## config.mk

```make
export PLATFORM = sky130hd
export DESIGN_NAME = pan_tilt_target_tracker
export DESIGN_NICKNAME = d
export VERILOG_FILES = /design/src/rtl/ptt_pkg.sv /design/src/rtl/ptt_div.sv /design/src/rtl/ptt_core.sv /design/src/rtl/pan_tilt_target_tracker.sv
export SDC_FILE = /design/constraint.sdc
export NUM_CORES = 1
export LEC_CHECK = 0
export ABC_AREA = 1
export BUFFER_PORTS_ARGS = -buffer_cell sky130_fd_sc_hd__buf_2
export CORE_MARGIN = 1
export CORE_UTILIZATION = 30
export CTS_CLUSTER_DIAMETER = 30
export DETAILED_ROUTE_END_ITERATION = 7
export HOLD_SLACK_MARGIN = 0.08
export PLACE_DENSITY = 0.44
export SLEW_MARGIN = 10
export SYNTH_ARGS = -nofsm -noshare
export SYNTH_HDL_FRONTEND = slang
export SYNTH_HIERARCHICAL = 1
export SYNTH_SLANG_ARGS = --single-unit
export TNS_END_PERCENT = 1
```

## constraint.sdc

```tcl
create_clock -name clk -period 6.8 [get_ports clk]
set_input_delay 0 -clock clk [delete_from_list [all_inputs] [get_ports clk]]
set_output_delay 0 -clock clk [all_outputs]
set_load 0.02 [all_outputs]
```

## src/rtl/ptt_pkg.sv

```systemverilog
// Shared types, constants and helpers for the pan/tilt target tracker.
// Used by ptt_div, ptt_core and pan_tilt_target_tracker; no dependencies.
package ptt_pkg;

  localparam logic [7:0] PAN_MIN          = 8'd0;
  localparam logic [7:0] PAN_MAX          = 8'd255;
  localparam logic [7:0] TILT_MIN         = 8'd0;
  localparam logic [7:0] TILT_MAX         = 8'd255;
  localparam logic [7:0] PAN_SEARCH_STEP  = 8'd50;
  localparam logic [7:0] TILT_SEARCH_STEP = 8'd50;

  localparam logic [7:0] PAN_MID  = 8'((int'(PAN_MIN) + int'(PAN_MAX)) / 2);
  localparam logic [7:0] TILT_MID = 8'((int'(TILT_MIN) + int'(TILT_MAX)) / 2);

  typedef enum logic [2:0] {
    REG_CONF_THR   = 3'd0,
    REG_PAN_TARGET = 3'd1,
    REG_TILT_TARGET = 3'd2,
    REG_PAN_BAND   = 3'd3,
    REG_TILT_BAND  = 3'd4,
    REG_PAN_GAIN   = 3'd5,
    REG_TILT_GAIN  = 3'd6,
    REG_SEARCH_DLY = 3'd7
  } reg_idx_t;

  typedef enum logic [1:0] {
    ST_SEARCH = 2'd0,
    ST_VIEW   = 2'd1,
    ST_ON     = 2'd2
  } status_t;

  typedef struct packed {
    logic [7:0] conf_thr;
    logic [7:0] pan_target;
    logic [7:0] tilt_target;
    logic [7:0] pan_band;
    logic [7:0] tilt_band;
    logic [7:0] pan_gain;
    logic [7:0] tilt_gain;
    logic [7:0] search_dly;
  } cfg_t;

  typedef struct packed {
    logic       start;
    logic [7:0] dividend;
    logic [7:0] divisor;
  } div_req_t;

  typedef struct packed {
    logic       done;
    logic [7:0] quotient;
  } div_rsp_t;

  typedef struct packed {
    logic       valid;
    logic [7:0] pan;
    logic [7:0] tilt;
    status_t    status;
  } result_t;

  typedef struct packed {
    logic       neg;
    logic [7:0] mag;
  } err_t;

  // Split pixel - target into sign and magnitude.
  function automatic err_t err_split(input logic [7:0] pixel, input logic [7:0] target);
    logic [8:0] diff;
    logic [8:0] negd;
    err_t       e;
    diff  = {1'b0, pixel} - {1'b0, target};
    negd  = 9'd0 - diff;
    e.neg = diff[8];
    e.mag = diff[8] ? negd[7:0] : diff[7:0];
    return e;
  endfunction

  // Apply a signed step of at least 1 (when moving) and clamp to [lo, hi].
  function automatic logic [7:0] axis_move(input logic [7:0] pos, input logic [7:0] quo,
                                           input logic moving, input logic neg,
                                           input logic [7:0] lo, input logic [7:0] hi);
    logic [7:0]        step;
    logic signed [9:0] sum;
    logic [7:0]        res;
    step = (quo == 8'd0) ? 8'd1 : quo;
    if (!moving) step = 8'd0;
    sum = neg ? ($signed({2'b00, pos}) - $signed({2'b00, step}))
              : ($signed({2'b00, pos}) + $signed({2'b00, step}));
    if (sum < $signed({2'b00, lo}))      res = lo;
    else if (sum > $signed({2'b00, hi})) res = hi;
    else                                 res = sum[7:0];
    return res;
  endfunction

endpackage

```

## src/rtl/ptt_div.sv

```systemverilog
// Serial restoring divider, 8-bit by 8-bit, one quotient bit per cycle.
// Depends on ptt_pkg for the request and response structs.
module ptt_div import ptt_pkg::*; (
  input  logic     clk,
  input  logic     rst,
  input  div_req_t req,
  output div_rsp_t rsp
);

  logic       busy;
  logic       done;
  logic [2:0] count;
  logic [7:0] rem;
  logic [7:0] quo;
  logic [7:0] dvs;
  logic [8:0] shifted;
  logic [9:0] diff;
  logic       fit;
  logic [7:0] rem_next;

  always_comb begin
    shifted  = {rem, quo[7]};
    diff     = {1'b0, shifted} - {2'b00, dvs};
    fit      = !diff[9];
    rem_next = fit ? diff[7:0] : shifted[7:0];
  end

  always_ff @(posedge clk) begin
    if (rst) begin
      busy  <= 1'b0;
      done  <= 1'b0;
      count <= 3'd0;
    end else begin
      done <= 1'b0;
      if (req.start) begin
        busy  <= 1'b1;
        count <= 3'd0;
      end else if (busy) begin
        count <= count + 3'd1;
        if (count == 3'd7) begin
          busy <= 1'b0;
          done <= 1'b1;
        end
      end
    end
  end

  always_ff @(posedge clk) begin
    if (req.start) begin
      rem <= 8'd0;
      quo <= req.dividend;
      dvs <= req.divisor;
    end else if (busy) begin
      rem <= rem_next;
      quo <= {quo[6:0], fit};
    end
  end

  assign rsp.done     = done;
  assign rsp.quotient = quo;

endmodule

```

## src/rtl/ptt_core.sv

```systemverilog
// Tracker sequencer: search pattern, per-axis error handling and servo state.
// Shares one ptt_div between the pan and tilt axes; depends on ptt_pkg.
module ptt_core import ptt_pkg::*; (
  input  logic       clk,
  input  logic       rst,
  input  cfg_t       cfg,
  input  logic       in_valid,
  input  logic [7:0] packet_confidence,
  input  logic [7:0] centroid_x,
  input  logic [7:0] centroid_y,
  output logic       idle,
  input  logic       res_free,
  output result_t    res
);

  typedef enum logic [3:0] {
    S_IDLE = 4'b0001,
    S_PAN  = 4'b0010,
    S_TILT = 4'b0100,
    S_OUT  = 4'b1000
  } state_t;

  state_t     state;
  logic [7:0] pan_now;
  logic [7:0] tilt_now;
  logic       fresh_search;
  logic [7:0] search_wait;
  status_t    status;
  logic [7:0] cy_hold;
  logic       axis_neg;
  logic       axis_mv;
  logic       pan_settled;

  div_req_t   div_req;
  div_rsp_t   div_rsp;

  logic       in_accept;
  logic       tracked;
  err_t       pan_err;
  err_t       tilt_err;
  logic       pan_mv;
  logic       tilt_mv;
  logic [7:0] pan_div;
  logic [7:0] tilt_div;

  logic [7:0] wait_inc;
  logic       search_move;
  logic [7:0] search_wait_next;
  logic [7:0] pan_search;
  logic [7:0] tilt_search;
  logic [8:0] pan_sum;
  logic [8:0] tilt_sum;

  ptt_div u_div (
    .clk (clk),
    .rst (rst),
    .req (div_req),
    .rsp (div_rsp)
  );

  always_comb begin
    in_accept = in_valid && (state == S_IDLE);
    tracked   = packet_confidence >= cfg.conf_thr;
    pan_err   = err_split(centroid_x, cfg.pan_target);
    tilt_err  = err_split(cy_hold, cfg.tilt_target);
    pan_mv    = pan_err.mag > cfg.pan_band;
    tilt_mv   = tilt_err.mag > cfg.tilt_band;
    pan_div   = (cfg.pan_gain == 8'd0) ? 8'd1 : cfg.pan_gain;
    tilt_div  = (cfg.tilt_gain == 8'd0) ? 8'd1 : cfg.tilt_gain;

    div_req.start    = (in_accept && tracked) || ((state == S_PAN) && div_rsp.done);
    div_req.dividend = (state == S_IDLE) ? pan_err.mag : tilt_err.mag;
    div_req.divisor  = (state == S_IDLE) ? pan_div : tilt_div;
  end

  // Raster search step on a low-confidence word.
  always_comb begin
    wait_inc         = search_wait + 8'd1;
    search_move      = wait_inc > cfg.search_dly;
    search_wait_next = search_move ? 8'd0 : wait_inc;
    pan_sum          = {1'b0, pan_now} + {1'b0, PAN_SEARCH_STEP};
    tilt_sum         = {1'b0, tilt_now} + {1'b0, TILT_SEARCH_STEP};
    pan_search       = pan_now;
    tilt_search      = tilt_now;
    if (search_move) begin
      if (fresh_search) begin
        pan_search  = PAN_MIN;
        tilt_search = TILT_MID;
      end else if (pan_now >= PAN_MAX) begin
        pan_search = PAN_MIN;
        if (tilt_now >= TILT_MAX)            tilt_search = TILT_MIN;
        else if (tilt_sum >= {1'b0, TILT_MAX}) tilt_search = TILT_MAX;
        else                                  tilt_search = tilt_sum[7:0];
      end else begin
        if (pan_sum >= {1'b0, PAN_MAX}) pan_search = PAN_MAX;
        else                            pan_search = pan_sum[7:0];
      end
    end
  end

  always_ff @(posedge clk) begin
    if (rst) begin
      state        <= S_IDLE;
      pan_now      <= PAN_MID;
      tilt_now     <= TILT_MID;
      fresh_search <= 1'b1;
      search_wait  <= 8'd0;
      status       <= ST_SEARCH;
    end else begin
      unique case (state)
        S_IDLE: begin
          if (in_accept) begin
            if (tracked) begin
              fresh_search <= 1'b1;
              state        <= S_PAN;
            end else begin
              search_wait <= search_wait_next;
              if (search_move) fresh_search <= 1'b0;
              pan_now  <= pan_search;
              tilt_now <= tilt_search;
              status   <= ST_SEARCH;
              state    <= S_OUT;
            end
          end
        end
        S_PAN: begin
          if (div_rsp.done) begin
            pan_now <= axis_move(pan_now, div_rsp.quotient, axis_mv, axis_neg,
                                 PAN_MIN, PAN_MAX);
            state   <= S_TILT;
          end
        end
        S_TILT: begin
          if (div_rsp.done) begin
            tilt_now <= axis_move(tilt_now, div_rsp.quotient, axis_mv, axis_neg,
                                  TILT_MIN, TILT_MAX);
            status   <= (pan_settled && !axis_mv) ? ST_ON : ST_VIEW;
            state    <= S_OUT;
          end
        end
        S_OUT: begin
          if (res_free) state <= S_IDLE;
        end
        default: state <= S_IDLE;
      endcase
    end
  end

  // Per-axis sign and move flag for the division in flight.
  always_ff @(posedge clk) begin
    if (in_accept) begin
      cy_hold  <= centroid_y;
      axis_neg <= pan_err.neg;
      axis_mv  <= pan_mv;
    end else if ((state == S_PAN) && div_rsp.done) begin
      pan_settled <= !axis_mv;
      axis_neg    <= tilt_err.neg;
      axis_mv     <= tilt_mv;
    end
  end

  assign idle       = (state == S_IDLE);
  assign res.valid  = (state == S_OUT);
  assign res.pan    = pan_now;
  assign res.tilt   = tilt_now;
  assign res.status = status;

endmodule

```

## src/rtl/pan_tilt_target_tracker.sv

```systemverilog
// Pan/tilt target tracker top level: configuration registers and output register.
// Instantiates ptt_core (which holds ptt_div); depends on ptt_pkg.
//
// Usage: the input channel (in_valid/in_stall) carries one camera word:
// packet_confidence, centroid_x, centroid_y. Each word yields one output word
// (pan_position, tilt_position, track_status) on out_valid/out_stall.
// The user must write registers through cfg_we/cfg_index/cfg_data only while
// the block is idle; the block itself does not enforce this. A tracked word
// (confidence at or above threshold) runs a serial division for pan, then one
// for tilt, on the shared divider; a search word (low confidence) runs none.
// The next word is taken only once the result of the last has moved on to the
// output register.
// in_stall is high while a word is in progress. The finished result sits in the
// output register; the next word is taken while it waits, and its result waits
// in the sequencer until out_stall lets the output register drain.
// Reset (rst, synchronous) restores register defaults, centres both servos,
// arms a fresh search and empties the output register.
module pan_tilt_target_tracker import ptt_pkg::*; (
  input  logic       clk,
  input  logic       rst,
  input  logic       in_valid,
  output logic       in_stall,
  input  logic [7:0] packet_confidence,
  input  logic [7:0] centroid_x,
  input  logic [7:0] centroid_y,
  output logic       out_valid,
  input  logic       out_stall,
  output logic [7:0] pan_position,
  output logic [7:0] tilt_position,
  output logic [1:0] track_status,
  input  logic       cfg_we,
  input  logic [2:0] cfg_index,
  input  logic [7:0] cfg_data
);

  cfg_t    cfg;
  result_t res;
  logic    idle;
  logic    res_free;

  always_ff @(posedge clk) begin
    if (rst) begin
      cfg.conf_thr    <= 8'd25;
      cfg.pan_target  <= 8'd79;
      cfg.tilt_target <= 8'd119;
      cfg.pan_band    <= 8'd6;
      cfg.tilt_band   <= 8'd6;
      cfg.pan_gain    <= 8'd10;
      cfg.tilt_gain   <= 8'd10;
      cfg.search_dly  <= 8'd7;
    end else if (cfg_we) begin
      unique case (reg_idx_t'(cfg_index))
        REG_CONF_THR:    cfg.conf_thr    <= cfg_data;
        REG_PAN_TARGET:  cfg.pan_target  <= cfg_data;
        REG_TILT_TARGET: cfg.tilt_target <= cfg_data;
        REG_PAN_BAND:    cfg.pan_band    <= cfg_data;
        REG_TILT_BAND:   cfg.tilt_band   <= cfg_data;
        REG_PAN_GAIN:    cfg.pan_gain    <= cfg_data;
        REG_TILT_GAIN:   cfg.tilt_gain   <= cfg_data;
        REG_SEARCH_DLY:  cfg.search_dly  <= cfg_data;
        default: ;
      endcase
    end
  end

  ptt_core u_core (
    .clk               (clk),
    .rst               (rst),
    .cfg               (cfg),
    .in_valid          (in_valid),
    .packet_confidence (packet_confidence),
    .centroid_x        (centroid_x),
    .centroid_y        (centroid_y),
    .idle              (idle),
    .res_free          (res_free),
    .res               (res)
  );

  assign in_stall = !idle;
  assign res_free = !out_valid || !out_stall;

  // Load the output register when it is empty or being drained.
  always_ff @(posedge clk) begin
    if (rst) begin
      out_valid <= 1'b0;
    end else if (res_free) begin
      out_valid <= res.valid;
    end
  end

  always_ff @(posedge clk) begin
    if (res_free && res.valid) begin
      pan_position  <= res.pan;
      tilt_position <= res.tilt;
      track_status  <= res.status;
    end
  end

endmodule
```

# Word-level counts from Yosys, hierarchy flattened
# Cells that the tools add are included.
totals:
  reg_bits: 154
  rom_bits: 0
  ram_bits: 0
  mem_count: 0
  out_inout_bits: 20
  latch_bits: 0
  elab_cells: 174
  input_bits: 40
classes:
  n_mul: 0
  n_mux: 61
  bitwise_logic: 3
  order_cmp: 12
  n_shift: 0
  n_addsub: 13
  div_mod_pow: 0
  eq_ne: 19
  n_reduce_logical: 38
ops:
  columns: ["op", "count"]
  rows:
  - ["$mux 8", 36]
  - ["$sub 8x8->9", 4]
  - ["$pmux 8 s2", 2]
  - ["$gt 8x8->1", 3]
  - ["$logic_not 8->1", 3]
  - ["$gt 10x9->1 const B", 2]
  - ["$lt 10x1->1 const B", 2]
  - ["$mux 10", 2]
  - ["$mux 4", 5]
  - ["$add 8x6->9 const B", 2]
  - ["$add 8x8->9", 2]
  - ["$ge 9x8->1 const B", 2]
  - ["$reduce_and 2->1", 9]
  - ["$ge 8x8->1 const B", 2]
  - ["$pmux 4 s4", 1]
  - ["$sub 1x8->8 const A", 2]
  - ["$eq 3x3->1 const B", 5]
  - ["$mux 1", 10]
  - ["$reduce_bool 2->1", 5]
  - ["$sub 9x8->10", 1]
  - ["$add 8x1->8 const B", 1]
  - ["$ge 8x8->1", 1]
  - ["$mux 2", 4]
  - ["$reduce_and 4->1", 2]
  - ["21 further kinds", 38]

# Depth between registers and ports, before layout
# Gate-level depths: netlist of run 1.
logic_depth:
  word_depth: 13
  depth_mapped: 20
  depth_no_buf: 20

# Cells and area by module
# The synthesis of run 1 kept the hierarchy.
modules_own_cells:
  columns: ["mod", "seq_area_each_um2", "area_each_um2", "n_inst", "cells_per_inst"]
  rows:
  - ["ptt_core", 950.9, 6137.1, 1, 992]
  - ["pan_tilt_target_tracker", 1841.8, 3090.5, 1, 374]
  - ["ptt_div", 740.7, 1617.8, 1, 198]

# Worst setup path after synthesis of run 1
# OpenSTA, ideal clock, no wires.
synth_timing:
  kind: "reg2reg"
  start: "register u_core.cy_hold[0]"
  end: "register u_core.axis_mv, data pin"
  arrival_ns: 2.578
  path_slack_ns: 3.953
  period_less_slack_ns: 2.847
  setup_time_ns: 0.269
  n_path_buf: 0
  stages_incl_launch_ff: 17
  t_required_ns: 6.531
  path_cell_list: "edfxtp_1 > inv_1 > ha_1 > inv_1 > fa_1 > xnor2_1 > nand2_1 > nor2_1 > nand2_1 > nor2_1 > nand3_1 > nand3_1 > nand2_1 > ha_1 > nand2_1 > o41ai_1 > o22ai_1"
synth_between:
  elab_chain_len: 6
synth_lines:
  columns: ["item", "line_no", "text"]
  rows:
  - ["from (decl)", "ptt_core.sv:29", "logic [7:0] cy_hold;"]
  - ["from (signal assigned)", "ptt_core.sv:152", "cy_hold <= centroid_y;"]
  - ["$sub 8x8->9 (*)", "ptt_pkg.sv:71", "diff = {1'b0, pixel} - {1'b0, target};"]
  - ["$sub 1x8->8", "ptt_pkg.sv:72", "negd = 9'd0 - diff;"]
  - ["$mux 8 (*)", "ptt_pkg.sv:74", "e.mag = diff[8] ? negd[7:0] : diff[7:0];"]
  - ["$gt 8x8->1 (*)", "ptt_core.sv:67", "tilt_mv = tilt_err.mag > cfg.tilt_band;"]
  - ["$mux 1 (*)", "ptt_core.sv:155", "end else if ((state == S_PAN) && div_rsp.done) begin"]
  - ["$mux 1 (*)", "ptt_core.sv:151", "if (in_accept) begin"]
  - ["to (signal assigned)", "ptt_core.sv:154", "axis_mv <= pan_mv;"]
  - ["to (signal assigned)", "ptt_core.sv:158", "axis_mv <= tilt_mv;"]
  - ["to (decl)", "ptt_core.sv:31", "logic axis_mv;"]
# Mark *: on every way between the ends. The rest lies on a longest branch, timed or not. The select of a mux whose other input is x is not followed.
# A chain may end at the register's enable or synchronous reset.

# Worst setup path in the final report of run 1
# Ends and elaborated chain as after synthesis.

==> results of run 1 <==
## worst max-delay path by stage
stage | slack [ps] | cells past startpoint | to
final | 3670 | 16 | u_core/axis_mv
after global routing | 3280 | 12 | u_core/u_div/quo[5]
after CTS | 3640 | 15 | u_core/axis_mv
after detailed placement | 3660 | 15 | u_core/axis_mv
after global placement | 3710 | 15 | u_core/axis_mv
after floorplan | 3950 | 16 | u_core/axis_mv
## cell families (layout without fill, tap and decap cells)
| group | count (synthesis) | in the layout |
|---|---|---|
| multiplexers | 1 | 1 |
| flip-flops | 154 | 154 |
| AO/OA/AOI/OAI | 130 | 130 |
| AND/OR/NAND/NOR | 904 | 904 |
| XOR/XNOR | 30 | 30 |
| buffers and inverters | 239 | 325 |
| adder cells (fa/ha/maj) | 106 | 106 |
## through the flow
step	power, mW	util
6_report	3.81	0.348
5_1_grt	4.15	0.348
4_1_cts	3.85	0.348
3_5_place_dp	2.84	0.326
3_3_place_gp	2.85	0.326
2_1_floorplan	2.43	-
## report_power, final
group / switching, mW / internal (mW)
combinational: 1.07 / 0.570
sequential: 0.120 / 1.07
clock: 0.440 / 0.541
## cell type report
type | count | area [um^2] | area share
inverters | 211 | 792 | 0.0639
multi-input cells | 1171 | 6370 | 0.514
repair buffers | 82 | 520 | 0.0420
flip-flops and latches | 154 | 3530 | 0.285
clock buffers | 18 | 450 | 0.0364
well taps | 461 | 577 | 0.0466
clock inverters | 14 | 146 | 0.0118
## layout by cell type, fill, tap and decap left out, drive strengths merged, types with 34 or more instances in the layout
| cell | synthesis | routed |
|---|---|---|
| o21ai | 34 | 34 |
| inv | 207 | 217 |
| buf | 19 | 61 |
| nor2 | 169 | 169 |
| edfxtp | 45 | 45 |
| nand4 | 36 | 36 |
| a21oi | 70 | 70 |
| dfxtp | 109 | 109 |
| nand3 | 158 | 158 |
| nand2 | 514 | 514 |
| ha | 99 | 99 |
## critical path: stages (launching register included)
cell,delay [ps]
sky130_fd_sc_hd__edfxtp_1,350
sky130_fd_sc_hd__inv_1,60
sky130_fd_sc_hd__ha_1,120
sky130_fd_sc_hd__inv_1,70
sky130_fd_sc_hd__fa_1,420
sky130_fd_sc_hd__xnor2_1,320
sky130_fd_sc_hd__nand2_1,80
sky130_fd_sc_hd__nor2_1,130
sky130_fd_sc_hd__nand2_1,90
sky130_fd_sc_hd__nor2_1,90
sky130_fd_sc_hd__nand3_1,90
sky130_fd_sc_hd__nand3_1,80
sky130_fd_sc_hd__nand2_1,70
sky130_fd_sc_hd__ha_1,300
sky130_fd_sc_hd__nand2_1,90
sky130_fd_sc_hd__o41ai_1,390
sky130_fd_sc_hd__o22ai_1,120
## routing by layer
layer / global-route usage / share of wire
met1: 0.223 / 0.49
met2: 0.284 / 0.47
met3: 0.0256 / 0.027
met4: 0.0460 / 0.011
met5: 0 / 0
## repair_timing
action,CTS,global route
endpoints found under the hold margin,71,0
hold buffers,21,0
setup endpoints to repair,0,0
==> impl_metrics.csv, run 1 <==
group,metric,value,unit
yosys,synth.ff_latch_count,154,
yosys,syn-mean-instance-area,6.93,um^2
placed_design,post-place-ws,3660,ps
clock_tree,clockBufferDepth,2,
final_layout,flip_flop_count_of_the_largest_register_after_layout,64,
route,wl_per_cell,14.0,um
clock_tree,worstSkewPairLatency,440,ps
clock_tree,postCtsSetupRepairBufs,0,
setup_path,worstReg2RegEnd,"u_core/axis_mv",
clock_tree,clk_pin_slew_worst_paths,70,ps
yosys,syn_nets,1710,
pwr,ir_worst_vdd,190,uV
yosys,combinational_family_with_the_most_area_after_synthesis,"simple AND/OR/NAND/NOR gates",
final_layout,final_layout_size_suffix_gt1_frac,0.0958,
setup_path,ff2ff_path_depth,16,
yosys,synth.distinct_cells,50,
yosys,synth_top_flop_cell,"sky130_fd_sc_hd__dfxtp_1",
setup_path,critical_path_class,"flip-flop to flip-flop",
placed_design,place_hpwl,23000,um
setup_path,critical_path_required,6980,ps
route,dr_total_vias,9760,
sta,tightest_slew,1120,ps
floorplan,io-pin-count,60,
yosys,post_synthesis_compound_gate_area_fraction,0.0690,
placed_design,portBuffers,59,
clock_tree,cts-htree-levels,4,
final_layout,regMostFlops,"cfg",
setup_path,worst_setup_start_kind,"flip-flop",
yosys,synth_area,10800,um^2
final_layout,final.fill_count,3907,
yosys,async_flop_share,0,
floorplan,die-height,192,um
yosys,yosysMostFrequentCell,"sky130_fd_sc_hd__nand2_1",
setup_path,critical_path_arrival,3310,ps
hold_path,hold_path_end,"cfg[39]",
clock_tree,cts.sinks,154,
grt,pin_count_of_the_biggest_net_entering_global_routing,65,
final_layout,final_net_count,1783,
sta,maxSlewHeadroom,0.256,
yosys,synth.mux.area_fraction,0.000923,
pwr,p_leak,6.14,nW
sta,finalSetupTns,0,ps
clock_tree,cts_root_buffer,"sky130_fd_sc_hd__clkbuf_16",
yosys,yosysTopAreaCellShare,0.201,
sta,slew_viol_final,0,
yosys,synthCells,1564,
yosys,synth-simple-area-share,0.365,
setup_path,r2r-start,"u_core/cy_hold[0]",
final_layout,insertedDiodeCount,0,
sta,achievable-frequency,319,MHz
placed_design,detailed_place.area,11600,um^2
yosys,synthesis.yosys.warnings,6,
hold_path,min-delay-path-class,"input pin to flip-flop",
grt,global_route_wire_length_before_repair,48600,um
floorplan,floorplan.initialDensity,0.305,
yosys,synth_commonest_cells,"sky130_fd_sc_hd__nand2_1, sky130_fd_sc_hd__inv_1, sky130_fd_sc_hd__nand3_1, sky130_fd_sc_hd__nor2_1, sky130_fd_sc_hd__dfxtp_1",
yosys,synth.area.top_cells,"sky130_fd_sc_hd__dfxtp_1, sky130_fd_sc_hd__nand2_1, sky130_fd_sc_hd__edfxtp_1, sky130_fd_sc_hd__ha_1, sky130_fd_sc_hd__nand3_1",
sta,grt_setup_unrepaired,"false",
setup_path,r2r_slack,3670,ps
floorplan,die_width,192,um
grt,initial_antenna_violation_count,0,
floorplan,placement_rows,69,
yosys,synth_adder_area_share,0.127,
setup_path,maximum_fanout_along_the_worst_path,3,
floorplan,die_area,36900,um^2
sta,period_needed,3130,ps
clock_tree,cts-buffers-inserted,17,
yosys,netlist.top_cell.by_area,"sky130_fd_sc_hd__dfxtp_1",
sta,setup_viol,0,
clock_tree,postCtsResizedCells,0,
placed_design,place.gp.congestion,0.840,
grt,grt_pass1_vias,9418,
route,ant_nets,0,
sta,worst_slack,3670,ps
sta,share_of_the_clock_period_used_by_the_worst_path,0.460,
sta,whs,106,ps
grt,grt_util_all_layers,0.169,
placed_design,dpl.cell_count,2058,
setup_path,endpoint_kind,"flip-flop",
route,detail_route.wirelength,29600,um
yosys,synth_xor_xnor_area_share,0.0249,
hold_path,holdPathStages,5,
setup_path,worstSetupStartpoint,"u_core/cy_hold[0]",
hold_path,hp-start,"cfg_data[7]",
floorplan,core_region_area,35600,um^2
route,detail_route.iter0.violations,576,
sta,hold_violations,0,
clock_tree,tritoncts,"built",
pwr,power_density,308,nW/um^2
final_layout,final_cell_area,12400,um^2
grt,grt-ovfl-total,0,
route,drcViolationCount,0,
yosys,synth-seq-area-share,0.326,
route,route.detailed.vias_per_inst,4.62,
sta,skew,9.19,ps
final_layout,layoutNonFillerInstCount,2111,
route,drt_pass1_iterations,5,
yosys,number_of_enable_type_register_cells_in_the_synthesized_netlist,45,
run,timing.max_cap.violations,0,
run_status,run_status,"complete, no violations",
final_layout,area_growth_from_synthesis_to_layout,14.2,%
No activity file was read; power rests on OpenSTA's default activity.
==> run 2: changes to the inputs <==
Settings changed: PLACE_DENSITY 0.44 to 0.46.
Clock period 6.8 ns to 2.6 ns, I/O delays scaled along.
==> run 2 against run 1 <==
- the run now ends with setup timing left
- first-iteration DRC count grew 3.3%
- via count grew 5.1%
- cell area grew 8.0%
- wire length up 2.7%
==> impl_metrics.csv, run 2 (synthesis gave the netlist of run 1 again) <==
group,metric,value,unit
sta,skew,9.77,ps
pwr,ir_worst_vdd,542,uV
setup_path,maximum_fanout_along_the_worst_path,4,
route,route.detailed.vias_per_inst,4.63,
run,timing.max_cap.violations,0,
route,ant_nets,0,
grt,global_route_wire_length_before_repair,49500,um
route,wl_per_cell,13.7,um
grt,grt_pass1_vias,9585,
floorplan,die_area,36900,um^2
floorplan,floorplan.initialDensity,0.305,
sta,share_of_the_clock_period_used_by_the_worst_path,1.13,
setup_path,critical-path-max-stage-delay,420,ps
final_layout,final_net_count,1888,
clock_tree,clockBufferDepth,2,
sta,hold_violations,0,
setup_path,path_common_cell,"sky130_fd_sc_hd__inv_1",
setup_path,endpoint_kind,"flip-flop",
pwr,power_density,798,nW/um^2
route,drt_pass1_iterations,5,
grt,initial_antenna_violation_count,0,
route,met2WireLength,14400,um
floorplan,io-pin-count,60,
final_layout,flip_flop_count_of_the_largest_register_after_layout,64,
clock_tree,clk_pin_slew_worst_paths,70,ps
sta,tightest_slew,1080,ps
setup_path,worst_setup_start_kind,"flip-flop",
final_layout,most-common-layout-cells,"sky130_fd_sc_hd__nand2_1, sky130_fd_sc_hd__inv_1, sky130_fd_sc_hd__nor2_1",
clock_tree,cts_root_buffer,"sky130_fd_sc_hd__clkbuf_16",
route,detail_route.iter0.violations,595,
setup_path,crit_slowest_cell,"sky130_fd_sc_hd__fa_2",
route,detail_route.wirelength,30400,um
final_layout,final_cell_area,13400,um^2
pwr,seqPwrFrac,0.283,
hold_path,min-delay-path-class,"input pin to flip-flop",
setup_path,r2r_slack,-340,ps
sta,finalSetupTns,-345,ps
final_layout,layout_commonest_cell,"sky130_fd_sc_hd__nand2_1",
sta,grt_setup_unrepaired,"true",
grt,grt_util_all_layers,0.172,
floorplan,die_width,192,um
final_layout,regMostFlops,"cfg",
placed_design,place_hpwl,23700,um
placed_design,post-place-ws,-364,ps
setup_path,timing.critical_path.cells,"inv_1, ha_2, inv_2, fa_2, nand3_2, nand3_4, nand4_1, nand2_2, nor2_2, xor2_1, inv_1, ha_1, nand2_1, o41ai_4, o22ai_1",
sta,period_needed,2940,ps
route,route.top_layer_used,"met4",
route,dr_total_vias,10300,
final_layout,insertedDiodeCount,0,
route,dr_wl_met3,887,um
sta,worst_slack,-345,ps
route,drt-met1-wl,14700,um
pwr,switching_fraction,0.410,
route,drcViolationCount,0,
pwr,p_leak,6.67,nW
placed_design,portBuffers,59,
clock_tree,cts-buffers-inserted,17,
floorplan,placement_rows,69,
final_layout,final_layout_size_suffix_gt1_frac,0.173,
clock_tree,cts-htree-levels,4,
sta,setup_viol,1,
grt,grt-ovfl-total,0,
placed_design,detailed_place.area,12400,um^2
placed_design,place.gp.congestion,0.835,
grt,pin_count_of_the_biggest_net_entering_global_routing,65,
run_status,run_status,"complete, but fails checks",
sta,achievable-frequency,340,MHz
clock_tree,worstSkewPairLatency,440,ps
setup_path,critical_path_arrival,3130,ps
clock_tree,tritoncts,"built",
floorplan,die-height,192,um
pwr,design_power_total,10.7,mW
final_layout,final_core_utilization,0.376,
pwr,p_sw,4.38,mW
pwr,power_frac_comb,0.472,
pwr,internal_power,6.30,mW
clock_tree,cts.sinks,154,
sta,slew_viol_final,0,
sta,maxSlewHeadroom,0.279,
final_layout,area_growth_from_synthesis_to_layout,23.4,%
run_status,violations,"setup timing",
setup_path,critical_path_class,"flip-flop to flip-flop",
floorplan,core_region_area,35600,um^2
setup_path,critical_path_required,2790,ps
pwr,p_clk_frac,0.245,
==> run 2: changes by cell type in the layout (fill, tap and decap cells not counted), sizes merged <==
cell / previous run / this run
clkbuf: 18 / 19
clkinvlp: 1 / 2
dlygate4sd3: 21 / 25
buf: 61 / 162
clkinv: 6 / 8
bufinv: 1 / 3
inv: 217 / 211
==> run 2: final timing paths <==
check | startpoint | to | depth (start not counted)
worst max register to register | u_core/cy_hold[0] | u_core/axis_mv | 15
worst min register to register | u_core/status[1] | track_status[1] | 0
worst max-delay path | u_core/cy_hold[0] | u_core/axis_mv | 15
worst min-delay path | cfg_index[2] | cfg[33] | 6
==> run 2: metal layers <==
layer | vias to the layer above | GRT usage
met5 | - | 0
met4 | 0 | 0.0463
met3 | 19 | 0.0267
met2 | 160 | 0.287
met1 | 4669 | 0.228
li1 | 5408 | -
==> run 2: area by class of cell <==
type	instances	area (um^2)
Clock buffer	19	433
Fill cell	3861	22200
Timing Repair Buffer	187	1320
Inverter	211	792
Tap cell	461	577
Multi-Input combinational cell	1171	6560
Clock inverter	13	166
Sequential cell	154	3540
==> run 2: stage by stage <==
step,hold WS (ps),instances
after floorplan,69.1,1564
after global placement,178,2157
after detailed placement,178,2157
after CTS,101,2215
after global routing,154,2216
final,126,2216
==> run 2: timing repair <==
item	4_1_cts	5_1_grt
endpoints found under the setup margin	17	39
buffers inserted	1	1
resized for setup	12	27
pin swaps	4	20
hold buffers	25	0
hold endpoints to repair	75	0
==> run 2: critical path, delay by kind of cell, from the launching register on <==
family / cells / cell delay, ps
and+or+nand+nor: 6 / 620
xor gates and xnor gates: 1 / 180
buffers and inverters: 3 / 180
AOI/OAI and AO/OA: 2 / 470
DFF: 1 / 380
adders and majority gates: 3 / 860
==> run 2: power by group through the flow <==
| stage | Sequential [mW] | Combinational (mW) | Clock (mW) |
|---|---|---|---|
| after floorplan | 3.04 | 3.37 | 0 |
| after detailed placement | 3.08 | 4.89 | 0 |
| after global placement | 3.08 | 4.89 | 0 |
| final | 3.02 | 5.05 | 2.62 |
| after global routing | 3.06 | 5.75 | 2.79 |
| after CTS | 3.03 | 4.99 | 2.71 |
==> run 3: changes to the inputs <==
Settings changed: CORE_UTILIZATION 30 to 50, PLACE_DENSITY 0.46 to 0.69, TNS_END_PERCENT 1 to default.
==> run 3 against run 2 <==
- the run still ends with setup timing left
- core utilization increased by 25 points
- clock skew increased by 1.8 ps
- via count increased by 1.3%
- combinational power about the same
- die area decreased by 40%
- sequential share of layout area increased by 0.46 points
- global-route usage increased by 8.5 points
- cell area decreased by 1.6%
- critical path type unchanged
==> impl_metrics.csv, run 3 (synthesis gave the netlist of run 1 again) <==
group,metric,value,unit
sta,achievable-frequency,357,MHz
final_layout,area_growth_from_synthesis_to_layout,21.5,%
setup_path,worstReg2RegEnd,"u_core/axis_mv",
setup_path,maximum_fanout_along_the_worst_path,5,
route,drcViolationCount,0,
clock_tree,worstSkewPairLatency,440,ps
setup_path,critical_path_required,2780,ps
run,timing.max_cap.violations,0,
grt,grt_util_all_layers,0.257,
sta,worst_slack,-199,ps
sta,skew,11.6,ps
floorplan,die_width,149,um
sta,maxSlewHeadroom,0.336,
route,detail_route.iter0.violations,563,
route,dr_total_vias,10400,
final_layout,insertedDiodeCount,0,
grt,grt_pass1_vias,9741,
floorplan,placement_rows,53,
pwr,ir_worst_vdd,532,uV
final_layout,regMostFlops,"cfg",
sta,grt_setup_unrepaired,"true",
floorplan,core_region_area,21200,um^2
setup_path,path_delay_family,"adder cells",
clock_tree,cts-buffers-inserted,17,
sta,tightest_slew,994,ps
setup_path,endpoint_kind,"flip-flop",
final_layout,final_layout_size_suffix_gt1_frac,0.181,
setup_path,crit_slowest_cell,"sky130_fd_sc_hd__fa_2",
clock_tree,cts_root_buffer,"sky130_fd_sc_hd__clkbuf_16",
floorplan,io-pin-count,60,
clock_tree,clk_pin_slew_worst_paths,70,ps
clock_tree,cts.sinks,154,
hold_path,hp-start,"cfg_data[7]",
sta,whs,125,ps
floorplan,die-height,149,um
placed_design,portBuffers,59,
clock_tree,clockBufferDepth,2,
setup_path,timing.critical_path.cells,"ha_1, inv_2, fa_2, nand3_1, nand3_2, nand4_1, nand2_2, inv_2, o21ai_2, xor2_2, ha_1, nand2_1, o41ai_2, buf_4, o22ai_1",
grt,grt-ovfl-total,0,
final_layout,final_cell_area,13200,um^2
placed_design,place.gp.congestion,0.931,
final_layout,layout_commonest_cell,"sky130_fd_sc_hd__nand2_1",
sta,share_of_the_clock_period_used_by_the_worst_path,1.08,
final_layout,final.fill_count,1937,
setup_path,ff2ff_path_depth,15,
route,route.detailed.vias_per_inst,5.15,
sta,hold_violations,0,
sta,setup_viol,1,
run_status,violations,"setup timing",
pwr,power_density,802,nW/um^2
floorplan,die_area,22300,um^2
sta,slew_viol_final,0,
placed_design,detailed_place.area,12100,um^2
final_layout,final_net_count,1876,
route,detail_route.wirelength,27900,um
grt,global_route_wire_length_before_repair,45600,um
sta,finalSetupTns,-199,ps
placed_design,dpl.cell_count,1961,
floorplan,floorplan.initialDensity,0.513,
setup_path,critical_path_arrival,2980,ps
final_layout,layoutNonFillerInstCount,2018,
route,ant_nets,0,
setup_path,critical_path_class,"flip-flop to flip-flop",
sta,period_needed,2800,ps
route,drt_pass1_iterations,5,
hold_path,holdPathStages,5,
route,wl_per_cell,13.8,um
setup_path,critical_path.n_buffers_inverters,3,
final_layout,final-seq-area,3540,um^2
hold_path,min-delay-path-class,"input pin to flip-flop",
pwr,p_leak,6.62,nW
final_layout,multi_input_area,6680,um^2
placed_design,place_hpwl,20900,um
clock_tree,tritoncts,"built",
setup_path,r2r_slack,-200,ps
grt,pin_count_of_the_biggest_net_entering_global_routing,65,
hold_path,hold_path_end,"cfg[55]",
final_layout,most-common-layout-cells,"sky130_fd_sc_hd__nand2_1, sky130_fd_sc_hd__inv_1, sky130_fd_sc_hd__nand3_1",
run_status,run_status,"complete, but fails checks",
clock_tree,cts-htree-levels,4,
grt,initial_antenna_violation_count,0,
setup_path,r2r-start,"cfg[48]",
setup_path,critical-path-max-stage-delay,360,ps
setup_path,worst_setup_start_kind,"flip-flop",
final_layout,flip_flop_count_of_the_largest_register_after_layout,64,
==> run 3: cell types whose count changed in the layout (fill, tap and decap cells not counted), sizes merged <==
cell,previous run,this run
buf,162,154
dlygate4sd3,25,20
bufinv,3,0
inv,211,216
nand3,158,159
clkinvlp,2,0
==> run 3: repair_timing <==
item | CTS | global route
hold endpoints to repair | 65 | 0
resized for setup | 19 | 47
gates cloned | 0 | 1
buffers inserted | 4 | 1
endpoints found under the setup margin | 17 | 26
hold buffers | 20 | 0
pin swaps | 8 | 18
==> run 3: power breakdown <==
part,switching [mW],internal (mW)
sequential,0.235,2.79
combinational,3.06,1.97
clock,1.13,1.38
total,4.43,6.14
==> run 3: per-layer routing <==
layer	wire length, um	GRT usage	vias up
met5	0	0	-
met4	652	0.103	0
met3	1180	0.0394	49
met2	13200	0.430	250
met1	12900	0.330	4717
li1	-	-	5377
==> run 3: how the worst max path moves through the flow <==
| stage | from | end | slack (ps) | cells past startpoint |
|---|---|---|---|---|
| floorplan | u_core/cy_hold[0] | u_core/axis_mv | -80 | 15 |
| global placement | cfg[48] | u_core/axis_mv | -310 | 17 |
| detailed placement | cfg[48] | u_core/axis_mv | -360 | 17 |
| CTS | u_core/cy_hold[0] | u_core/axis_mv | -160 | 13 |
| global route | cfg[48] | u_core/axis_mv | -410 | 14 |
| finish | cfg[48] | u_core/axis_mv | -200 | 15 |
==> run 3: metrics by stage <==
stage / setup slack (ps) / util / power [mW]
after detailed placement: -357 / 0.571 / 7.79
after global placement: -315 / 0.571 / 7.72
after global routing: -405 / 0.623 / 11.4
final: -199 / 0.623 / 10.6
after floorplan: -84.6 / - / 6.40
after CTS: -162 / 0.614 / 10.4
==> run 3: cell type report <==
cell class | count | area share
inverter | 211 | 0.0603
clock inverter | 13 | 0.00893
multi-input combinational | 1172 | 0.507
sequential | 154 | 0.269
tap | 275 | 0.0261
clock buffer | 19 | 0.0361
timing repair buffer | 174 | 0.0926
==> run 3: worst register-to-register path, cell delays in order (launching register included) <==
cell                      delay [ps]
sky130_fd_sc_hd__dfxtp_2         330
sky130_fd_sc_hd__ha_1            150
sky130_fd_sc_hd__inv_2            50
sky130_fd_sc_hd__fa_2            360
sky130_fd_sc_hd__nand3_1         100
sky130_fd_sc_hd__nand3_2         100
sky130_fd_sc_hd__nand4_1         100
sky130_fd_sc_hd__nand2_2          80
sky130_fd_sc_hd__inv_2           110
sky130_fd_sc_hd__o21ai_2          80
sky130_fd_sc_hd__xor2_2          200
sky130_fd_sc_hd__ha_1            310
sky130_fd_sc_hd__nand2_1          80
sky130_fd_sc_hd__o41ai_2         270
sky130_fd_sc_hd__buf_4           160
sky130_fd_sc_hd__o22ai_1          60
